[config.mk]
export PLATFORM = sky130hd
export DESIGN_NAME = tpp_sqrt
export DESIGN_NICKNAME = d
export VERILOG_FILES = /design/src/tpp_sqrt.sv
export SDC_FILE = /design/constraint.sdc
export NUM_CORES = 2
export LEC_CHECK = 0
export BUFFER_PORTS_ARGS = -buffer_cell sky130_fd_sc_hd__buf_2
export CORE_MARGIN = 8
export CORE_UTILIZATION = 45
export DETAILED_ROUTE_END_ITERATION = 8
export GPL_TIMING_DRIVEN = 1
export HOLD_SLACK_MARGIN = 0.02
export SYNTH_ARGS = -nofsm -noshare
export SYNTH_HDL_FRONTEND = slang
export SYNTH_MEMORY_MAX_BITS = 65536
export SYNTH_SLANG_ARGS = --single-unit
[constraint.sdc]
create_clock -name clk -period 3.7 [get_ports clk]
set_input_delay 0.37 -clock clk [delete_from_list [all_inputs] [get_ports clk]]
set_output_delay 0.37 -clock clk [all_outputs]
set_load 0.03 [all_outputs]
[src/tpp_sqrt.sv]
// Pipelined integer square root of a 64-bit radicand, one root bit per stage.
// Stand-alone; carries a sideband vector alongside each item.
`default_nettype none

module tpp_sqrt #(
  parameter int SIDE_W = 1
) (
  input  logic              clk,
  input  logic              rst_n,
  input  logic              en,
  input  logic              in_valid,
  input  logic [63:0]       in_rad,
  input  logic [SIDE_W-1:0] in_side,
  output logic              out_valid,
  output logic [31:0]       out_root,
  output logic [SIDE_W-1:0] out_side
);

  localparam int STAGES = 32;

  logic              v_r    [1:STAGES];
  logic [SIDE_W-1:0] side_r [1:STAGES];
  logic [31:0]       root_r [1:STAGES];
  logic [33:0]       rem_r  [1:STAGES-1];
  logic [63:0]       rad_r  [1:STAGES-1];

  logic [33:0] rem_nxt  [1:STAGES];
  logic [31:0] root_nxt [1:STAGES];

  // one restoring step per stage
  always_comb begin
    logic [33:0] rem_p;
    logic [31:0] root_p;
    logic [63:0] rad_p;
    logic [35:0] rem2;
    logic [35:0] trial;
    logic        ge;
    for (int k = 1; k <= STAGES; k++) begin
      if (k == 1) begin
        rem_p  = '0;
        root_p = '0;
        rad_p  = in_rad;
      end else begin
        rem_p  = rem_r[k-1];
        root_p = root_r[k-1];
        rad_p  = rad_r[k-1];
      end
      rem2  = {rem_p, rad_p[63:62]};
      trial = {2'b00, root_p, 2'b01};
      ge    = rem2 >= trial;
      rem_nxt[k]  = ge ? 34'(rem2 - trial) : rem2[33:0];
      root_nxt[k] = {root_p[30:0], ge};
    end
  end

  // advance valid bits
  always_ff @(posedge clk) begin
    if (!rst_n) begin
      for (int k = 1; k <= STAGES; k++) v_r[k] <= 1'b0;
    end else if (en) begin
      v_r[1] <= in_valid;
      for (int k = 2; k <= STAGES; k++) v_r[k] <= v_r[k-1];
    end
  end

  // advance payload
  always_ff @(posedge clk) begin
    if (en) begin
      side_r[1] <= in_side;
      for (int k = 2; k <= STAGES; k++) side_r[k] <= side_r[k-1];
      for (int k = 1; k <= STAGES; k++) root_r[k] <= root_nxt[k];
      for (int k = 1; k < STAGES; k++) rem_r[k] <= rem_nxt[k];
      rad_r[1] <= {in_rad[61:0], 2'b00};
      for (int k = 2; k < STAGES; k++) rad_r[k] <= {rad_r[k-1][61:0], 2'b00};
    end
  end

  assign out_valid = v_r[STAGES];
  assign out_root  = root_r[STAGES];
  assign out_side  = side_r[STAGES];

endmodule

`default_nettype wire

==> impl_metrics.py <==
metrics = {
    "synth": {
        "yosysWarnings": 0,
        "synth_edf_count": 2587,
        "synth.most_common_cell": "edfxtp_1",
        "synth_top_flop_cell": "edfxtp_1",
        "seq_area_frac_synth_pct": 65.2,
        "synth_cells": 9138,
        "synth.top_cell.area_share_pct": 65.2,
        "yosys-top-cells-area": "edfxtp_1 65%, ha_1 5.9%, xnor2_1 3.1%",
        "syn-cell-area_sq_mm": 0.119,
        "synth_fp_nets": 9769,
        "synth_cell_type_count": 90,
        "synth_common_cells": "2587 x edfxtp_1, 720 x inv_1, 706 x nand2_1",
        "synth.ff_latch_count": 2587,
        "yosysTopAreaCell": "edfxtp_1",
        "async_flop_share_pct": 0,
        "avgSynthCellArea_sq_um": 13.0,
    },
    "cts": {
        "insertion_delay_ns": 0.88,
        "clock-sinks": 2587,
        "root_buffer": "clkbuf_16",
        "cts-htree-levels": 5,
        "clk_pin_slew_ns": 0.06,
        "cts_buffers": 287,
        "cts_tree": "built",
        "clockBufferDepth": 4,
    },
    "grt": {
        "antenna_found_initial": 3,
        "grt.met1_usage_pct": 21.5,
        "gr-total-overflow": 0,
        "grt-busiest-layer": "met2",
        "grt_pass1_vias": 70497,
        "use_met3_pct": 2.10,
        "grt_util_met2_pct": 29.9,
        "grt_start_max_net_pins": 134,
        "grt_pass1_wl_um": 385000,
        "grt_usage_pct": 16.9,
    },
    "detailed_routing": {
        "drt_wl_total_um": 245000,
        "wl_per_cell_um": 18.3,
        "vias": 71089,
        "drtAntennaViolNets": 0,
        "firstDrtPassIters": 7,
        "drtIter0Drc": 5057,
        "drc": 0,
        "vias_per_cell": 5.30,
    },
    "sta": {
        "final_hold_viol_count": 0,
        "fin_crit_sh_pct": 96.0,
        "clock.fmax_mhz": 281,
        "whs_ns": 0.138,
        "tightest_slew_ns": 1.30,
        "setup_viol": 0,
        "slew_headroom_pct": 12.4,
        "rsz0062_at_grt": "true",
        "fin_ws_ns": 0.147,
        "period_needed_ns": 3.55,
        "setup_tns_ns": 0,
        "timing.clock.skew_ns": 0.0624,
        "drv_slew": 0,
    },
    "setup_path": {
        "crit_arrival_ns": 4.16,
        "r2r_slack_ns": 0.15,
        "endpoint_kind": "register",
        "worstPathMaxFanout": 4,
        "critical_path_required_ns": 4.31,
        "start_kind": "register",
        "worstSetupPathType": "register to register",
        "rr_startpoint": "rem_r[0][954]",
        "crit_start": "rem_r[0][954]",
    },
    "finish": {
        "fin_cells": 13423,
        "drive_above_1_share_pct": 9.41,
        "syn2layout_area_growth_pct": 14.1,
        "nets": 10296,
    },
    "pwr": {
        "power_density_mw_per_mm2": 615,
        "peakVddDrop_mv": 0.426,
        "fin_total_pwr_uw": 83600,
        "p_leak_uw": 0.0519,
    },
    "placed_design": {
        "numPortBuffers": 102,
        "place_congestion": 0.884,
        "dp_hpwl_um": 175000,
        "pre_cts_slack_ns": 0.0235,
        "post-place-cells": 12839,
    },
    "die": {
        "core_sq_mm": 0.264,
        "io_pins": 103,
        "initial_core_util_pct": 45.1,
        "die_h_um": 530,
        "die_w_um": 530,
        "rows": 189,
        "die_area_sq_mm": 0.281,
    },
    "outcome": {
        "status": "complete, no violations",
    },
    "worst_hold_path": {
        "hold_class": "primary input to register",
        "min_from": "rst_n",
    },
    "flow_run": {
        "maxCapViolations": 0,
    },
}
## per-stage QoR
stage	instance area (sq um)	util, %
floorplan	119000	-
global placement	126000	47.6
detailed placement	126000	47.6
CTS	136000	51.3
global route	136000	51.4
finish	136000	51.4
## registers in the layout (all words and copies together) (netlist names)
register  cells
root_r      528
v_r          32
side_r       32
rem_r      1003
rad_r       992
## where the power goes
group | internal [uW] | switching [uW]
clock network | 16400 | 11700
logic | 6870 | 9300
registers | 36900 | 2340
total | 60300 | 23300
## kinds of logic (layout without fill, tap and decap cells)
| family | after synthesis | count (layout) | synth area share, % |
|---|---|---|---|
| AND/OR/NAND/NOR | 2381 | 2381 | 9.89 |
| adder cells (fa/ha/maj) | 562 | 562 | 5.90 |
| other | 1 | 2 | 0.00315 |
| multiplexers | 59 | 59 | 0.544 |
| flip-flops | 2587 | 2587 | 65.2 |
| XOR/XNOR | 833 | 833 | 6.13 |
| buffers and inverters | 892 | 1643 | 2.84 |
| AO/OA/AOI/OAI | 1823 | 1823 | 9.47 |
## final timing paths
kind              cells past startpoint              to
hold reg to reg                       0  rad_r[0][1219]
setup reg to reg                     11  rem_r[0][1017]
setup / recovery                     11  rem_r[0][1017]
hold / removal                        2      v_r[0][13]
## final cells by class
cell class,count,area [sq um]
Antenna cell,1,2.50
Clock buffer,340,7470
Clock inverter,173,1840
Fill cell,22473,128000
Inverter,724,2720
Multi-Input combinational cell,5659,38300
Sequential cell,2587,77700
Tap cell,3533,4420
Timing Repair Buffer,405,3400
Timing Repair inverter,1,7.51
## layout by cell type, fill, tap and decap left out, types with 200 or more instances in the layout
master     netlist  final
clkbuf_16        0    291
nor3_1         205    200
xor2_1         405    405
a21oi_1        501    498
edfxtp_1      2587   2587
ha_1           562    561
xnor2_1        428    428
a21o_1         265    265
nand2_1        706    706
o21ai_0        552    548
nor2_1         485    482
inv_1          720    719
## per-layer routing
metal,part of all wire (%),wire length (um)
met5,0,0
met1,43,105000
met2,50,122000
met4,3.6,8900
met3,3.7,9020
## what timing repair did
item / in CTS / in global routing
buffers inserted: 0 / 1
resized for setup: 0 / 50
hold buffers: 68 / 0
hold endpoints to repair: 78 / 0
setup endpoints to repair: 0 / 134
## critical path: stages, from the launching register on
cell,delay (ns)
edfxtp_1,0.41
ha_1,0.34
a2111oi_4,0.47
inv_1,0.10
o221ai_2,0.26
a31oi_1,0.20
o31ai_1,0.38
nand4b_1,0.24
nor2b_1,0.21
o31a_1,0.30
nor4_1,0.25
xor2_1,0.11
Note: power is estimated with default switching activity, not from simulation.
