$ cat config.mk
export PLATFORM = sky130hd
export DESIGN_NAME = tpp_div
export DESIGN_NICKNAME = d
export VERILOG_FILES = /design/src/tpp_div.sv
export SDC_FILE = /design/constraint.sdc
export NUM_CORES = 2
export LEC_CHECK = 0
export BUFFER_PORTS_ARGS = -buffer_cell sky130_fd_sc_hd__buf_2
export CAP_MARGIN = 15
export CORE_MARGIN = 3
export CORE_UTILIZATION = 69
export CTS_CLUSTER_SIZE = 16
export DETAILED_ROUTE_END_ITERATION = 10
export PLACE_DENSITY = 0.82
export RECOVER_POWER = 100
export SLEW_MARGIN = 20
export SYNTH_ARGS = -nofsm -noshare
export SYNTH_HDL_FRONTEND = slang
export SYNTH_SLANG_ARGS = --single-unit
$ cat constraint.sdc
create_clock -name clk -period 6.72 [get_ports clk]
set_input_delay 0.336 -clock clk [delete_from_list [all_inputs] [get_ports clk]]
set_output_delay 0.336 -clock clk [all_outputs]
set_load 0.02 [all_outputs]
$ cat src/tpp_div.sv
// Pipelined unsigned divider, one quotient bit per stage, lanes share a divisor.
// Flags quotients that do not fit Q_W bits. Stand-alone; carries a sideband.
`default_nettype none

module tpp_div #(
  parameter int LANES  = 1,
  parameter int NUM_W  = 48,
  parameter int DEN_W  = 31,
  parameter int Q_W    = 31,
  parameter int SIDE_W = 1
) (
  input  logic              clk,
  input  logic              rst_n,
  input  logic              en,
  input  logic              in_valid,
  input  logic [NUM_W-1:0]  in_num [LANES],
  input  logic [DEN_W-1:0]  in_den,
  input  logic [SIDE_W-1:0] in_side,
  output logic              out_valid,
  output logic [Q_W-1:0]    out_q [LANES],
  output logic              out_ovf [LANES],
  output logic [SIDE_W-1:0] out_side
);

  localparam int HI_W = NUM_W - Q_W;
  localparam int CW   = (HI_W > DEN_W) ? HI_W : DEN_W;

  logic              v_r    [0:Q_W];
  logic [SIDE_W-1:0] side_r [0:Q_W];
  logic              ovf_r  [0:Q_W][LANES];
  logic [Q_W-1:0]    lq_r   [0:Q_W][LANES];
  logic [DEN_W-1:0]  rem_r  [0:Q_W-1][LANES];
  logic [DEN_W-1:0]  den_r  [0:Q_W-1];

  logic             ovf0_nxt [LANES];
  logic [DEN_W-1:0] rem0_nxt [LANES];
  logic [DEN_W:0]   rem_nxt  [1:Q_W][LANES];
  logic [Q_W-1:0]   lq_nxt   [1:Q_W][LANES];

  // setup: test for overflow, seed the partial remainder with the high bits
  always_comb begin
    logic [CW-1:0] hi;
    for (int l = 0; l < LANES; l++) begin
      hi          = CW'(in_num[l][NUM_W-1:Q_W]);
      ovf0_nxt[l] = hi >= CW'(in_den);
      rem0_nxt[l] = ovf0_nxt[l] ? '0 : DEN_W'(hi);
    end
  end

  // one compare and subtract per stage; quotient bits shift in below the numerator
  always_comb begin
    logic [DEN_W:0] rem2;
    logic           ge;
    for (int k = 1; k <= Q_W; k++) begin
      for (int l = 0; l < LANES; l++) begin
        rem2 = {rem_r[k-1][l], lq_r[k-1][l][Q_W-1]};
        ge   = rem2 >= {1'b0, den_r[k-1]};
        rem_nxt[k][l] = ge ? (rem2 - {1'b0, den_r[k-1]}) : rem2;
        lq_nxt[k][l]  = {lq_r[k-1][l][Q_W-2:0], ge};
      end
    end
  end

  // advance valid bits
  always_ff @(posedge clk) begin
    if (!rst_n) begin
      for (int k = 0; k <= Q_W; k++) v_r[k] <= 1'b0;
    end else if (en) begin
      v_r[0] <= in_valid;
      for (int k = 1; k <= Q_W; k++) v_r[k] <= v_r[k-1];
    end
  end

  // advance payload
  always_ff @(posedge clk) begin
    if (en) begin
      side_r[0] <= in_side;
      den_r[0]  <= in_den;
      for (int l = 0; l < LANES; l++) begin
        ovf_r[0][l] <= ovf0_nxt[l];
        rem_r[0][l] <= rem0_nxt[l];
        lq_r[0][l]  <= in_num[l][Q_W-1:0];
      end
      for (int k = 1; k <= Q_W; k++) begin
        side_r[k] <= side_r[k-1];
        for (int l = 0; l < LANES; l++) begin
          ovf_r[k][l] <= ovf_r[k-1][l];
          lq_r[k][l]  <= lq_nxt[k][l];
        end
      end
      for (int k = 1; k < Q_W; k++) begin
        den_r[k] <= den_r[k-1];
        for (int l = 0; l < LANES; l++) rem_r[k][l] <= rem_nxt[k][l][DEN_W-1:0];
      end
    end
  end

  assign out_valid = v_r[Q_W];
  assign out_side  = side_r[Q_W];
  always_comb begin
    for (int l = 0; l < LANES; l++) begin
      out_q[l]   = lq_r[Q_W][l];
      out_ovf[l] = ovf_r[Q_W][l];
    end
  end

endmodule

`default_nettype wire

==> reports/qor.txt <==
WP data required -> 7.20 ns
Max Cap Viol -> 35
Compound-Gate Fraction of Synth Area -> 12.21%
Global route overflow -> 0
CORE AREA -> 215000 µm²
FFs w/ async S/R, synth -> 0%
Syn_nets -> 12980
Leakage -> 66.26 nW
Iter 0 DRT Violations -> 8353
Status -> complete, but fails checks
Clock skew -> 0.08636 ns
Port Buffers -> 117
CTS tree -> built
Largest net degree at the start of global routing -> 189
Area delta synth->final -> 9.660%
Hold crit path type -> in2reg
Initial antenna violation count -> 7
Setup CP Type -> in2reg
Starting density of the core -> 69.46%
Routability cong. -> 0.9304
Avg WL per Cell -> 21.64 µm
Peak supply drop -> 0.3995 mV
RSZ-0062 raised after global routing -> no
DRC viols -> 2
Post-synthesis mux area share -> 3.384%
Vias in the first global route -> 95440
Vias per cell -> 6.188
Clk sink count -> 2996
First-pass GRT wire length -> 519800 µm
Cell Area, Synth -> 149400 µm²
Top FF cell, synth -> edfxtp_1
Syn Inst Count -> 11900
CTS max path bufs -> 4
Min Hold Slack -> 0.1001 ns
TNS Setup -> 0 ns
Slew HR -> -181.9%
Post-Route WL -> 331200 µm
Chip width -> 471.3 µm
Total die area -> 222100 µm²
FF+latch area -> 89960 µm²
CTS clk-pin slew, worst paths -> 0.07 ns
Peak fanout along the critical path -> 129
Fin. Hold Viols -> 0
Final WS setup -> 1.128 ns
Post-Synth XOR/XNOR Area -> 4.538%
Worst setup SP type -> primary input
CTS Root Cell -> clkbuf_16
GRT Resource Usage Total -> 29.50%
Nets -> 13310
Max-slew violations -> 1619
Clk Latency, worst-skew pair -> 0.94 ns
Synth Area in Simple Gates -> 7.436%
Share of layout cells above drive strength 1 -> 7.885%
Post-synth EDFFs -> 2995
Violated checks -> DRC, capacitance limit, slew limit
Largest family of logic cells by synthesized area -> compound AO/OA/AOI/OAI gates
Post-route ant nets -> 0
DR pass1 iterations -> 9
Synth Area in Adders -> 8.485%
Chip Height -> 471.3 µm
Vias -> 94740
Distinct cells, synth -> 91
Tightest Pin Transition -> 4.229 ns
#FFs+latches synth -> 2996
Post-synthesis sequential area ratio -> 60.22%
Cell Pwr Density -> 472.5 nW/µm²
Fillers -> 13230
Setup violations, final -> 0
Row count -> 170
H-Tree Depth -> 5
Footprint of the multi-input gates -> 53880 µm²
Max Fclk -> 178.8 MHz
Yosys Warn Count -> 0
Period utilization -> 83.21%
Critical Path AT -> 6.07 ns
CP Capture Type -> flop
Avg Cell Area, Syn -> 12.55 µm²
Post-DP HPWL -> 230000 µm
Dpl ws -> 2.012 ns
Final worst path period need -> 5.592 ns
Num CTS Buffers -> 318
Top Ports -> 118
critical path: stages:
cell,delay (ns)
dlygate4sd3_1,0.53
clkbuf_2,2.59
buf_12,0.56
clkbuf_2,1.53
repair_timing:
item,4_1_cts,5_1_grt
gates resized for setup,0,0
hold endpoints to repair,102,0
buffers inserted,0,0
hold buffers,83,0
state kept, by name, summed over array words and instances, names as in the netlist:
signal and flops:
v_r 32, den_r 961, side_r 32, rem_r 947
ovf_r 32, lq_r 992
final cells by class:
class                           count  area share (%)
Clock inverter                    175           1.088
Timing Repair Buffer              263           1.108
Clock buffer                      378           5.086
Sequential cell                  2996           54.92
Multi-Input combinational cell   7463           32.90
Inverter                         1192           2.731
Tap cell                         2838           2.168
Antenna cell                        4        0.006111
synth_stat cells, types with 33 or more instances:
master | n | area (µm²)
o211ai_1 | 39 | 292.8
xnor2_1 | 449 | 3933
nand2_1 | 730 | 2740
nor3_1 | 121 | 605.6
nand4_1 | 142 | 888.4
nand2b_1 | 105 | 656.9
nor2b_1 | 156 | 975.9
ha_1 | 965 | 12070
inv_1 | 1190 | 4467
and2_1 | 67 | 419.2
or3_1 | 33 | 206.5
a21boi_0 | 51 | 382.9
nand3_1 | 146 | 730.7
a31oi_1 | 88 | 550.5
mux2_2 | 416 | 4684
and3_1 | 107 | 669.4
o31ai_1 | 67 | 503.0
clkbuf_1 | 190 | 713.2
o21bai_1 | 97 | 728.2
xor2_1 | 325 | 2846
a211oi_1 | 70 | 525.5
o21ai_0 | 736 | 3684
a21oi_1 | 855 | 4279
a21o_1 | 522 | 3919
nor2_1 | 579 | 2173
o21a_1 | 121 | 908.4
edfxtp_1 | 2995 | 89940
logic make-up (layout without fill, tap and decap cells):
group           Yosys count  in the layout
simple gates           2322           2322
buf+inv                1440           2008
flops                  2996           2996
fa+ha+maj               995            995
compound gates         2920           2920
other cells               0              4
mux                     452            452
xor+xnor                774            774
per-layer routing:
| metal | up-vias | wire [µm] | global-route usage, % |
|---|---|---|---|
| li1 | 44560 | - | - |
| met1 | 45860 | 128700 | 36.26 |
| met2 | 3321 | 170200 | 52.59 |
| met3 | 995 | 16380 | 3.575 |
| met4 | 2 | 15940 | 12.92 |
| met5 | - | 13 | 0 |
path summary, 6_finish.rpt:
path / slack (ns) / depth (start not counted) / startpoint / end
max: 1.13 / 4 / en / den_r[1][265]$_DFFE_PP_
min: 0.10 / 2 / in_num[2] / lq_r[0][2]$_DFFE_PP_
max reg2reg: 1.15 / 13 / lq_r[1][123]$_DFFE_PP_ / rem_r[1][145]$_DFFE_PP_
min reg2reg: 0.38 / 0 / lq_r[0][124]$_DFFE_PP_ / lq_r[0][156]$_DFFE_PP_
power breakdown:
group	switching [W]	internal (W)
Sequential	0.00277	0.0265
Clock	0.00707	0.0101
Combinational	0.0174	0.0136
stage by stage:
stage	instances	util (%)	cell area (µm²)	total power (W)
final	15310	76.17	163800	0.07741
after global routing	15310	76.17	163800	0.08185
after CTS	15300	76.35	164200	0.07733
after detailed placement	14670	71.26	153200	0.05960
after global placement	14670	71.26	153200	0.05852
after floorplan	11900	-	149400	0.05169
placed cells by master (no fill, tap or decap), drive strengths merged, types with 142 or more instances in the layout:
cell and n:
a21o 522, a21oi 855, clkbuf 490, edfxtp 2995, ha 965, inv 1198
mux2 421, nand2 730, nand3 146, nand4 142, nor2 579, nor2b 156
o21ai 745, xnor2 449, xor2 325
Note: power is estimated with default switching activity, not from simulation.
